$ cat config.mk
export PLATFORM = sky130hd
export DESIGN_NAME = rcts_div
export DESIGN_NICKNAME = d
export VERILOG_FILES = /design/src/rcts_pkg.sv /design/src/rcts_div.sv
export SDC_FILE = /design/constraint.sdc
export NUM_CORES = 1
export LEC_CHECK = 0
export ABC_AREA = 1
export BUFFER_PORTS_ARGS = -buffer_cell sky130_fd_sc_hd__buf_2
export CAP_MARGIN = 5
export CORE_MARGIN = 10
export CORE_UTILIZATION = 59
export CTS_BUF_LIST = sky130_fd_sc_hd__clkbuf_16
export CTS_CLUSTER_SIZE = 8
export DETAILED_ROUTE_END_ITERATION = 10
export PLACE_DENSITY_LB_ADDON = 0.08
export SLEW_MARGIN = 30
export SYNTH_ARGS = -nofsm -noshare
export SYNTH_HDL_FRONTEND = slang
export SYNTH_SLANG_ARGS = --single-unit
$ cat constraint.sdc
create_clock -name clk -period 8 [get_ports clk]
set_input_delay 1.6 -clock clk [delete_from_list [all_inputs] [get_ports clk]]
set_output_delay 1.6 -clock clk [all_outputs]
set_load 0.03 [all_outputs]
$ cat src/rcts_pkg.sv
// shared types, constants and fixed-point helpers for the rc thermal step core
package rcts_pkg;

    localparam int CORES   = 4;
    localparam int CIDX_W  = (CORES > 1) ? $clog2(CORES) : 1;

    // configuration register indexes
    localparam logic [2:0] REG_CORE_RES      = 3'd0;
    localparam logic [2:0] REG_CORE_CAP_RES  = 3'd1;
    localparam logic [2:0] REG_BASE_RES      = 3'd2;
    localparam logic [2:0] REG_BASE_CAP_RES  = 3'd3;
    localparam logic [2:0] REG_SETTLE_THRESH = 3'd4;

    localparam logic signed [31:0] SMAX = 32'sh7FFF_FFFF;
    localparam logic signed [31:0] SMIN = 32'sh8000_0000;

    // request to the shared divider
    typedef struct packed {
        logic        start;
        logic [63:0] num;
        logic [33:0] den;
    } div_req_t;

    // saturate a 34 bit signed sum to int32
    function automatic logic signed [31:0] sat34(input logic signed [33:0] v);
        logic signed [31:0] r;
        if (v > 34'sh0_7FFF_FFFF)       r = SMAX;
        else if (v < -34'sh0_8000_0000) r = SMIN;
        else                            r = v[31:0];
        return r;
    endfunction

    // saturate a wide signed value to int32
    function automatic logic signed [31:0] sat40(input logic signed [39:0] v);
        logic signed [31:0] r;
        if (v > 40'sh00_7FFF_FFFF)       r = SMAX;
        else if (v < -40'sh00_8000_0000) r = SMIN;
        else                             r = v[31:0];
        return r;
    endfunction

endpackage

$ cat src/rcts_div.sv
// shared restoring divider, one quotient bit per cycle
module rcts_div (
    input  logic                 clk,
    input  logic                 rst_n,
    input  rcts_pkg::div_req_t   req,
    output logic                 busy,
    output logic [63:0]          quot
);
    import rcts_pkg::*;

    logic [63:0] q_reg;
    logic [34:0] rem_reg;
    logic [33:0] den_reg;
    logic [6:0]  cnt_reg;
    logic [34:0] trial;

    assign trial = {rem_reg[33:0], q_reg[63]} - {1'b0, den_reg};
    assign busy  = (cnt_reg != 7'd0);
    assign quot  = q_reg;

    // one shift-subtract step per cycle
    always_ff @(posedge clk or negedge rst_n)
    begin
        if (!rst_n)
        begin
            cnt_reg <= '0;
        end
        else if (req.start)
        begin
            cnt_reg <= 7'd64;
        end
        else if (busy)
        begin
            cnt_reg <= cnt_reg - 7'd1;
        end
    end

    always_ff @(posedge clk)
    begin
        if (req.start)
        begin
            q_reg   <= req.num;
            rem_reg <= '0;
            den_reg <= req.den;
        end
        else if (busy)
        begin
            if (!trial[34])
            begin
                rem_reg <= trial;
                q_reg   <= {q_reg[62:0], 1'b1};
            end
            else
            begin
                rem_reg <= {rem_reg[33:0], q_reg[63]};
                q_reg   <= {q_reg[62:0], 1'b0};
            end
        end
    end
endmodule

==> metrics.txt, run 1 <==
worst-margin pin slew around 820 ps; CTS buffer count 17; Hold Path Depth 2; data required time of the critical path 6400 ps; Rows 44; Max-Cap Viols 0; Syn. warnings 0; Crit Path Class flip-flop to primary output; max reg flops between 60 and 70; DRT Pass-1 Iters 5; CP startpoint kind flip-flop; Routed WL 23.1 mm; RSZ-0062 raised after global routing false; first-pass GRT wire length approximately 38 mm; clk_skew between 9 and 10 ps; port bufs 165; status complete, no violations; number of remaining DRC errors 0; Critical R2R Capture quot[0]; Final Util a little over two thirds; Mapped Area 8850 µm²; share of cells above drive strength 1 16.5%; Fmax 0.260 GHz; placed cells 1562; Final nets 1534; critical path, cell by cell inv_1 > ha_1 > nand4_1 > nor2_1 > inv_2 > buf_4 > buf_2; Final GP Congestion approximately 0.98; Peak supply drop approximately 180 µV; Die X-Extent 142 µm; Hold WS 495 ps; Crit Path Max Fanout a little over 70; initial core utilization between 60% and 70%; fin. max-slew vios 0; Slew HR 44.9%; post-cts hold buffer count 0; # setup viols final 0; GRT Overall Usage roughly 23%; clk_lat worst skew 430 ps; Mapped Nets 1383; CTS tree built; WL per Instance 14.5 µm; HPWL Detailed 17.0 mm; setup TNS 0 ps; reg2reg path depth 12; leak pwr 5.96 nW; register area share after synthesis 42.9%; R2R Setup Slk 4890 ps; Seq cells post-synth 139; Vias 8153; Hold Path Class flip-flop to flip-flop; Hold Crit Endpoint cnt_reg[6]; H-tree levels 4; vias in the first global route 7931; IO Pins 166; clock root buffer clkbuf_16; final antenna-violating net count 0; slowest cell on the critical path buf_4; post-cts gate resize count 0; Worst EP arrival 2240 ps; Post-CTS Setup Repair Bufs 0; syn_area_per_cell 7.10 µm²; Hold Path Origin cnt_reg[6]; Pwr per Cell Area 282 nW/µm²; final worst path period need 3840 ps; die area 20300 µm²; RR Startpoint quot[63]; clock transition at the registers of the reported paths 60 ps; initial antenna violation count 2; Fin. Hold Viols 0; Tot Pwr 0.00290 W; Syn Inst Count 1246; Layout area overhead 16.1%; DR vias/cell 5.11; Final period util a little under half; clock sinks 139; Initial DRC Count between 500 and 600; max incr delay on CP approximately 560 ps; Die Y roughly 140 µm; Clock Path Buffers 2; Finished Layout Cells approximately 1600; Yosys cell types 33; total gr overflow 0; CORE AREA 14600 µm²; largest net degree at the start of global routing between 70 and 80; Worst setup EP type primary output
Yosys cell counts:
master | count | area (µm²)
nand2_1 | 493 | 1850
inv_1 | 205 | 769
nand3_1 | 119 | 596
nor2_1 | 115 | 432
edfxtp_1 | 98 | 2940
ha_1 | 35 | 438
dfxtp_1 | 34 | 681
a21oi_1 | 24 | 120
clkbuf_1 | 21 | 78.8
nand3_2 | 15 | 150
xor2_1 | 15 | 131
o21ai_0 | 11 | 55.1
buf_6 | 9 | 101
dfrtp_1 | 7 | 175
inv_2 | 5 | 18.8
nor3_1 | 5 | 25.0
buf_2 | 4 | 20.0
nand2_4 | 4 | 45.0
nand4_1 | 4 | 25.0
and2_1 | 3 | 18.8
and3_1 | 3 | 18.8
nand2_2 | 3 | 18.8
buf_4 | 2 | 15.0
nor2_2 | 2 | 12.5
nor2_4 | 2 | 22.5
a21oi_2 | 1 | 8.76
buf_8 | 1 | 15.0
fa_1 | 1 | 20.0
nand3_4 | 1 | 17.5
nand3b_1 | 1 | 7.51
nor4_1 | 1 | 6.26
o21ai_1 | 1 | 5.00
or2_2 | 1 | 6.26
cell families after synthesis:
group	after synthesis	share of synthesized area, %
flip-flops	139	42.9
adder cells (fa/ha/maj)	36	5.18
buffers and inverters	247	11.5
XOR/XNOR	15	1.48
AND/OR/NAND/NOR	772	36.8
AO/OA/AOI/OAI	37	2.14
stage by stage:
stage | cell area, µm² | setup WS, ps
3_3_place_gp | 9710 | 3990
3_5_place_dp | 9710 | 3930
2_1_floorplan | 8850 | 4250
6_report | 10300 | 4160
4_1_cts | 10300 | 4150
5_1_grt | 10300 | 3990
layer usage:
layer,vias to the layer above,global-route usage (%),wire length [µm]
met5,-,0,0
met4,0,6.60,304
met3,25,8.74,2190
met2,288,36.4,10600
met1,3684,28.4,10000
li1,4156,-,-
how the worst max path moves through the flow:
stage	startpoint	end	slack (ps)	depth (start not counted)
finish	cnt_reg[0]	busy	4160	7
global route	cnt_reg[0]	busy	3990	7
CTS	cnt_reg[0]	busy	4150	7
detailed placement	req[98]	quot[21]	3930	5
global placement	req[98]	quot[23]	3990	5
floorplan	req[98]	quot[0]	4250	3
placed cells by master, fill, tap and decap left out, drive strengths merged, types with 3 or more instances in the layout:
cell        n
o21ai      12
inv       216
nand3     135
nor3        5
xor2       15
nor2      119
clkbuf     17
a21oi      25
and2        3
and3        3
buf       169
nand2     500
diode       3
ha         35
edfxtp     98
dfxtp      34
clkinv      5
clkinvlp    3
dfrtp       7
nand4       4
power breakdown:
part           switching, W  internal, W  total (W)
logic              0.000770     0.000371    0.00114
clock network      0.000315     0.000427   0.000742
registers         0.0000935     0.000919    0.00101
total               0.00118      0.00172    0.00290
cell type report:
| class | instances | area (µm²) |
|---|---|---|
| Timing Repair Buffer | 169 | 858 |
| Multi-Input combinational cell | 860 | 4030 |
| Tap cell | 184 | 230 |
| Clock inverter | 15 | 126 |
| Antenna cell | 3 | 7.51 |
| Sequential cell | 139 | 3800 |
| Fill cell | 1226 | 4320 |
| Clock buffer | 17 | 425 |
| Inverter | 210 | 788 |
critical path, delay by kind of cell (launching register included):
| kind | cells | cell delay (ps) |
|---|---|---|
| buffers and inverters | 4 | 1010 |
| flip-flops | 1 | 320 |
| adder cells (fa/ha/maj) | 1 | 240 |
| AND/OR/NAND/NOR | 2 | 230 |
(Power assumes the default switching activity.)
==> run 2: changes to the inputs <==
--- a/config.mk
+++ b/config.mk
@@ -9,7 +9,7 @@
 export BUFFER_PORTS_ARGS = -buffer_cell sky130_fd_sc_hd__buf_2
 export CAP_MARGIN = 5
 export CORE_MARGIN = 10
-export CORE_UTILIZATION = 59
+export CORE_UTILIZATION = 51
 export CTS_BUF_LIST = sky130_fd_sc_hd__clkbuf_16
 export CTS_CLUSTER_SIZE = 8
 export DETAILED_ROUTE_END_ITERATION = 10
==> constraint.sdc (replaced) <==
create_clock -name clk -period 3.3 [get_ports clk]
set_input_delay 0.66 -clock clk [delete_from_list [all_inputs] [get_ports clk]]
set_output_delay 0.66 -clock clk [all_outputs]
set_load 0.03 [all_outputs]
==> run 2 against run 1 <==
Against the previous run: via count shrank 2.4%; clock power grew 150%; wire length grew 2.7%; critical path type is now flip-flop to flip-flop; largest power group unchanged.
==> metrics.txt, run 2 (synthesized netlist as in run 1, its figures left out) <==
status complete, no violations; Fin. Hold Viols 0 (unchanged); initial antenna violation count 6 (+4); clock sinks 139 (unchanged); worst-margin pin slew 729 ps (-96.0 ps); clk_skew 11.8 ps (+2.17 ps); Layout area overhead 16.9%; Vias 7955 (-2.4%); CP startpoint kind flip-flop; # setup viols final 0 (unchanged); CTS buffer count 17 (unchanged); Worst setup EP type flip-flop; clock root buffer clkbuf_16; WL per Instance 14.5 µm (+0.21%); Peak supply drop 395 µV (+110%); Initial DRC Count 555 (-2.1%); Crit Path Class flip-flop to flip-flop; port bufs 165 (unchanged); final worst path period need around 2800 ps; Sw Pwr 0.00287 W (+140%); Fmax between 0.3 and 0.4 GHz; Rows 48 (+9.1%); Final nets 1535 (+0.065%); HPWL Detailed 17.6 mm (+3.6%); CP bufs+invs 4 (unchanged); final antenna-violating net count 0 (unchanged); leak pwr 5.97 nW (+0.14%); DRT Pass-1 Iters 5 (unchanged); CTS tree built; max reg flops 64 (unchanged); Final Util 60.2% (-10 points); Seq pwr share 34.8% (-0.2 points); Int Power 0.00417 W (+140%); vias in the first global route 7817 (-1.4%); fin. max-slew vios 0 (unchanged); Die X-Extent 152 µm (+6.5%); number of remaining DRC errors 0 (unchanged); data required time of the critical path 3620 ps (-2780 ps); total gr overflow 0 (unchanged); most common cell after layout, fill and taps aside nand2_1; share of cells above drive strength 1 16.6% (+0.059 points); Die Y 152 µm (+6.5%); first-pass GRT wire length 39.1 mm (+3.4%); critical path, cell by cell inv_1 > ha_1 > inv_1 > fa_1 > nand3_2 > nand3_2 > nand2_2 > nand2_2 > nand2_4 > nand3_2 > buf_4 > nand3_1 > nand3_1 > nand2_1 > inv_1; Crit Path Max Fanout 20 (-72%); H-tree levels 4 (unchanged); clk_lat worst skew 430 ps (about the same); launch point of the worst path quot[63]; Post-CTS Setup Repair Bufs 0 (unchanged); placed cells 1604 (+2.7%); initial core utilization 51.5% (-9.1 points); Worst EP arrival 3130 ps (+890 ps); Clock Path Buffers 2 (unchanged); clock share of power 25.8% (+0.2 points); RR Startpoint quot[63]; DR vias/cell 4.86 (-4.8%); Sw Ratio 40.8% (+0.094 points); die area 23000 µm² (+13%); post-cts hold buffer count 0 (unchanged); Comb power frac 39.4% (about the same); FILL cells 1680 (+37%); n_diodes 0 (-3); clock transition at the registers of the reported paths 60 ps (about the same); slowest cell on the critical path fa_1; IO Pins 166 (unchanged); Final GP Congestion 0.949 (-3.4%); Max-Cap Viols 0 (unchanged); GRT Overall Usage 21.4% (-1.5 points); Hold Path Class primary input to asynchronous set/reset pin; Critical R2R Capture rem_reg[18]; R2R Setup Slk 490 ps (-4400 ps); max incr delay on CP 440 ps (-120 ps); Slew HR 51.4% (+6.5 points); Final period util 85.0%; setup TNS 0 ps (unchanged); CORE AREA 17200 µm² (+18%); RSZ-0062 raised after global routing false; largest net degree at the start of global routing 135 (+82%); most frequent cells in the layout nand2_1, inv_1, buf_2; post-cts gate resize count 0 (unchanged); Routed WL 23.8 mm (+2.7%); reg2reg path depth 15 (+3); crit-path leading delay family simple AND/OR/NAND/NOR gates; Pwr per Cell Area 681 nW/µm² (+140%); Finished Layout Cells 1636 (+2.4%)
-- run 2: changes by cell type in the layout (fill, tap and decap cells not counted), sizes merged --
cell,delta
diode,-3
clkinvlp,+2
buf,+1
clkinv,-1
inv,-1
-- run 2: worst max path at each step --
stage	endpoint	cells after the start	slack, ps
2_1_floorplan	quot[0]	3	490
3_3_place_gp	rem_reg[17]	15	610
3_5_place_dp	rem_reg[18]	15	460
4_1_cts	rem_reg[18]	15	450
5_1_grt	rem_reg[15]	15	220
6_report	rem_reg[18]	15	490
-- run 2: layer usage --
| metal | vias up | part of all wire [%] | track usage (%) |
|---|---|---|---|
| li1 | 4151 | - | - |
| met1 | 3547 | 45 | 27.7 |
| met2 | 214 | 45 | 33.1 |
| met3 | 33 | 8.3 | 7.81 |
| met4 | 10 | 1.5 | 5.82 |
| met5 | - | 0.29 | 0 |
-- run 2: cell type report --
type	instances	area [µm²]	share of cell area, %
well taps	225	282	2.72
clock buffers	17	425	4.11
flip-flops and latches	139	3800	36.7
inverters	210	788	7.62
repair buffers	170	891	8.61
multi-input cells	860	4030	39.0
clock inverters	15	128	1.23
-- run 2: worst reg2reg max path, cell delays in order, from the launching register on --
cell      delay [ps]
edfxtp_1         400
inv_1             80
ha_1             130
inv_1             70
fa_1             440
nand3_2          110
nand3_2          130
nand2_2          100
nand2_2           70
nand2_4          100
nand3_2          370
buf_4            390
nand3_1          120
nand3_1           80
nand2_1           80
inv_1             40
-- run 2: metrics by stage --
step | total power (W) | hold slack [ps] | setup WS (ps) | cell area, µm²
after floorplan | 0.00455 | 364 | 491 | 8850
after global placement | 0.00522 | 455 | 611 | 9790
after detailed placement | 0.00524 | 459 | 456 | 9790
after CTS | 0.00708 | 50.4 | 448 | 10300
after global routing | 0.00758 | 56.3 | 216 | 10300
final | 0.00704 | 55.8 | 494 | 10300
-- run 2: power groups by stage --
stage	Clock, W	Combinational, W	Sequential, W
after floorplan	0	0.00184	0.00270
after global placement	0	0.00274	0.00248
after detailed placement	0	0.00277	0.00248
after CTS	0.00185	0.00278	0.00245
after global routing	0.00192	0.00317	0.00250
final	0.00182	0.00277	0.00245
==> run 3: changes to the inputs <==
--- a/config.mk
+++ b/config.mk
@@ -5,11 +5,11 @@
 export SDC_FILE = /design/constraint.sdc
 export NUM_CORES = 1
 export LEC_CHECK = 0
-export ABC_AREA = 1
+export ABC_AREA = 0
 export BUFFER_PORTS_ARGS = -buffer_cell sky130_fd_sc_hd__buf_2
 export CAP_MARGIN = 5
 export CORE_MARGIN = 10
-export CORE_UTILIZATION = 51
+export CORE_UTILIZATION = 50
 export CTS_BUF_LIST = sky130_fd_sc_hd__clkbuf_16
 export CTS_CLUSTER_SIZE = 8
 export DETAILED_ROUTE_END_ITERATION = 10
==> run 3 against run 2 <==
Against the previous run: cell count down 35%; critical path depth shrank 2; total power decreased by 4.0%; worst hold slack better by 5.6 ps; cell area is 11% lower; sequential share of layout area increased by 4.5 points; first-iteration DRC count down 27%; critical path type unchanged; highest routed layer unchanged.
==> metrics.txt, run 3 <==
leak pwr 4.02 nW (-33%); total gr overflow 0 (unchanged); CTS tree built; Yosys cell types 71 (+120%); # setup viols final 0 (unchanged); Final period util 92.5% (+7.5 points); vias in the first global route 6192 (-21%); largest net degree at the start of global routing 65 (-52%); Max-Cap Viols 0 (unchanged); register area share after synthesis 49.5% (+6.6 points); Rows 45 (-6.3%); Pwr per Cell Area 734 nW/µm² (+7.9%); Final nets 992 (-35%); Layout area overhead 20.1%; synth cell count leaders edfxtp_1, nand2_1, mux2_2; DRT met1 WL 7.64 mm (-29%); met2 wire len 8.97 mm (-16%); status complete, no violations; Finished Layout Cells 1056 (-35%); clock sinks 139 (unchanged); final antenna-violating net count 0 (unchanged); RSZ-0062 raised after global routing true; die area 20700 µm² (-10%); data required time of the critical path 3610 ps (about the same); Clock Path Buffers 2 (unchanged); Synth async-reset ratio 5.04% (unchanged); Top Metal Used met5; pre-CTS setup slack -21.3 ps (-477 ps); Crit Path Max Fanout 7 (-65%); fin. max-slew vios 0 (unchanged); clk_lat worst skew 420 ps (about the same); Crit Path Class flip-flop to flip-flop; worst setup margin 246 ps (-248 ps); Tot Pwr 0.00676 W (-4.0%); Slew HR 57.0% (+5.6 points); share of cells above drive strength 1 34.2% (+18 points); clock root buffer clkbuf_16; Routed WL 18.5 mm (-22%); Worst EP arrival 3370 ps (+240 ps); IO Pins 166 (unchanged); Seq cells post-synth 139 (unchanged); clock transition at the registers of the reported paths 70 ps (about the same); syn_area_per_cell 11.0 µm² (+55%); Final GP Congestion 0.916 (-3.5%); Die Y 144 µm (-5.2%); wire length on met3 1.69 mm (-14%); worst-margin pin slew 645 ps (-83.5 ps); clk_skew 11.9 ps (+0.0758 ps); port bufs 165 (unchanged); initial antenna violation count 3 (-3); CORE AREA 15100 µm² (-12%); CP startpoint kind flip-flop; EDFF count, synth 98 (unchanged); Hold Path Class primary input to asynchronous set/reset pin; post-synth top area cell edfxtp_1; DRT Pass-1 Iters 5 (unchanged); Vias 5817 (-27%); HPWL Detailed 13.6 mm (-22%); Syn. warnings 0 (unchanged); Mapped Area 7670 µm² (-13%); Synth area leaders edfxtp_1, mux2_2, dfxtp_1, ha_1, nand2_1; Worst setup EP type flip-flop; Post-CTS Setup Repair Bufs 0 (unchanged); WL per Instance 17.5 µm (+21%); Fin. Hold Viols 0 (unchanged); number of remaining DRC errors 0 (unchanged); CTS buffer count 17 (unchanged); final worst path period need 3050 ps (+248 ps); Die X-Extent 144 µm (-5.2%); Peak supply drop 483 µV (+22%); Initial DRC Count 407 (-27%); Fmax 0.327 GHz (-8.1%); most common cell after layout, fill and taps aside buf_2; Final Util 61.0% (+0.78 points); Yosys top cell area share 38.4% (+5.1 points); most frequent cells in the layout buf_2, edfxtp_1, nand2_1; n_diodes 0 (unchanged); GRT Overall Usage 18.3% (-3.0 points); Mapped Nets 832 (-40%); DR vias/cell 5.51 (+13%); max reg flops 64 (unchanged); placed cells 1024 (-36%); post-cts hold buffer count 0 (unchanged); Hold WS 61.4 ps (+5.56 ps); Syn Inst Count 695 (-44%); first-pass GRT wire length 30.4 mm (-22%); most frequent cell after synthesis edfxtp_1; Synth Flop Type edfxtp_1; initial core utilization 50.8% (-0.70 points); H-tree levels 4 (unchanged)
-- run 3: cell types whose count changed in the layout (fill, tap and decap cells not counted), sizes merged, moves of 63 or more --
| cell | delta |
|---|---|
| nor2 | -67 |
| nand2 | -426 |
| mux2 | +63 |
| inv | -160 |
| nand3 | -125 |
-- run 3: worst max-delay path: stages, from the launching register on --
cell      delay, ps
edfxtp_1        400
inv_1            70
ha_1            160
inv_1            50
fa_1            420
a21oi_2         190
o211ai_1        160
a22oi_2         210
o21ai_1         140
o21ba_2         250
o21ai_2         200
nand2_4         120
a211o_1         290
a311oi_1        290
-- run 3: cells by family after synthesis --
family | share of synthesized area (%)
simple gates | 9.82
compound gates | 15.1
flops | 49.5
buf+inv | 6.30
mux | 9.51
fa+ha+maj | 5.97
xor+xnor | 3.75
-- run 3: cell type report --
type                            instances  area (µm²)
Fill cell                            1240        5880
Sequential cell                       139        3800
Multi-Input combinational cell        466        3450
Timing Repair Buffer                  179         975
Clock buffer                           17         425
Tap cell                              188         235
Inverter                               52         195
Clock inverter                         15         130
-- run 3: power by group --
part	internal, W	switching (W)	leakage, nW
Clock	0.00104	0.000759	0.275
Combinational	0.000985	0.00154	2.37
Sequential	0.00224	0.000198	1.38
-- run 3: repair_timing --
item / in CTS / in global routing
setup endpoints to repair: 8 / 34
gates resized for setup: 1 / 11
pin swaps: 0 / 3
hold endpoints to repair: 0 / 0
-- run 3: final timing paths --
path                                 start    endpoint  slack [ps]  depth (start not counted)
worst min-delay path                 rst_n  cnt_reg[0]          60                          1
max in group asynchronous            rst_n  cnt_reg[1]        3090                          1
worst min register to register  cnt_reg[6]  cnt_reg[6]         490                          2
worst max register to register    quot[63]  rem_reg[6]         250                         13
worst max-delay path              quot[63]  rem_reg[6]         250                         13
min in group clk                    req[2]  den_reg[2]         410                          1
-- run 3: metrics by stage --
step	TNS, ps	cell area [µm²]
finish	0	9210
global route	-107	9210
CTS	0	9150
detailed placement	-21.3	8590
global placement	0	8590
floorplan	0	7670
-- run 3: metal layers --
| layer | global-route usage, % | vias to the layer above |
|---|---|---|
| li1 | - | 2872 |
| met1 | 21.1 | 2751 |
| met2 | 30.0 | 171 |
| met3 | 8.18 | 21 |
| met4 | 5.37 | 2 |
| met5 | 0 | - |
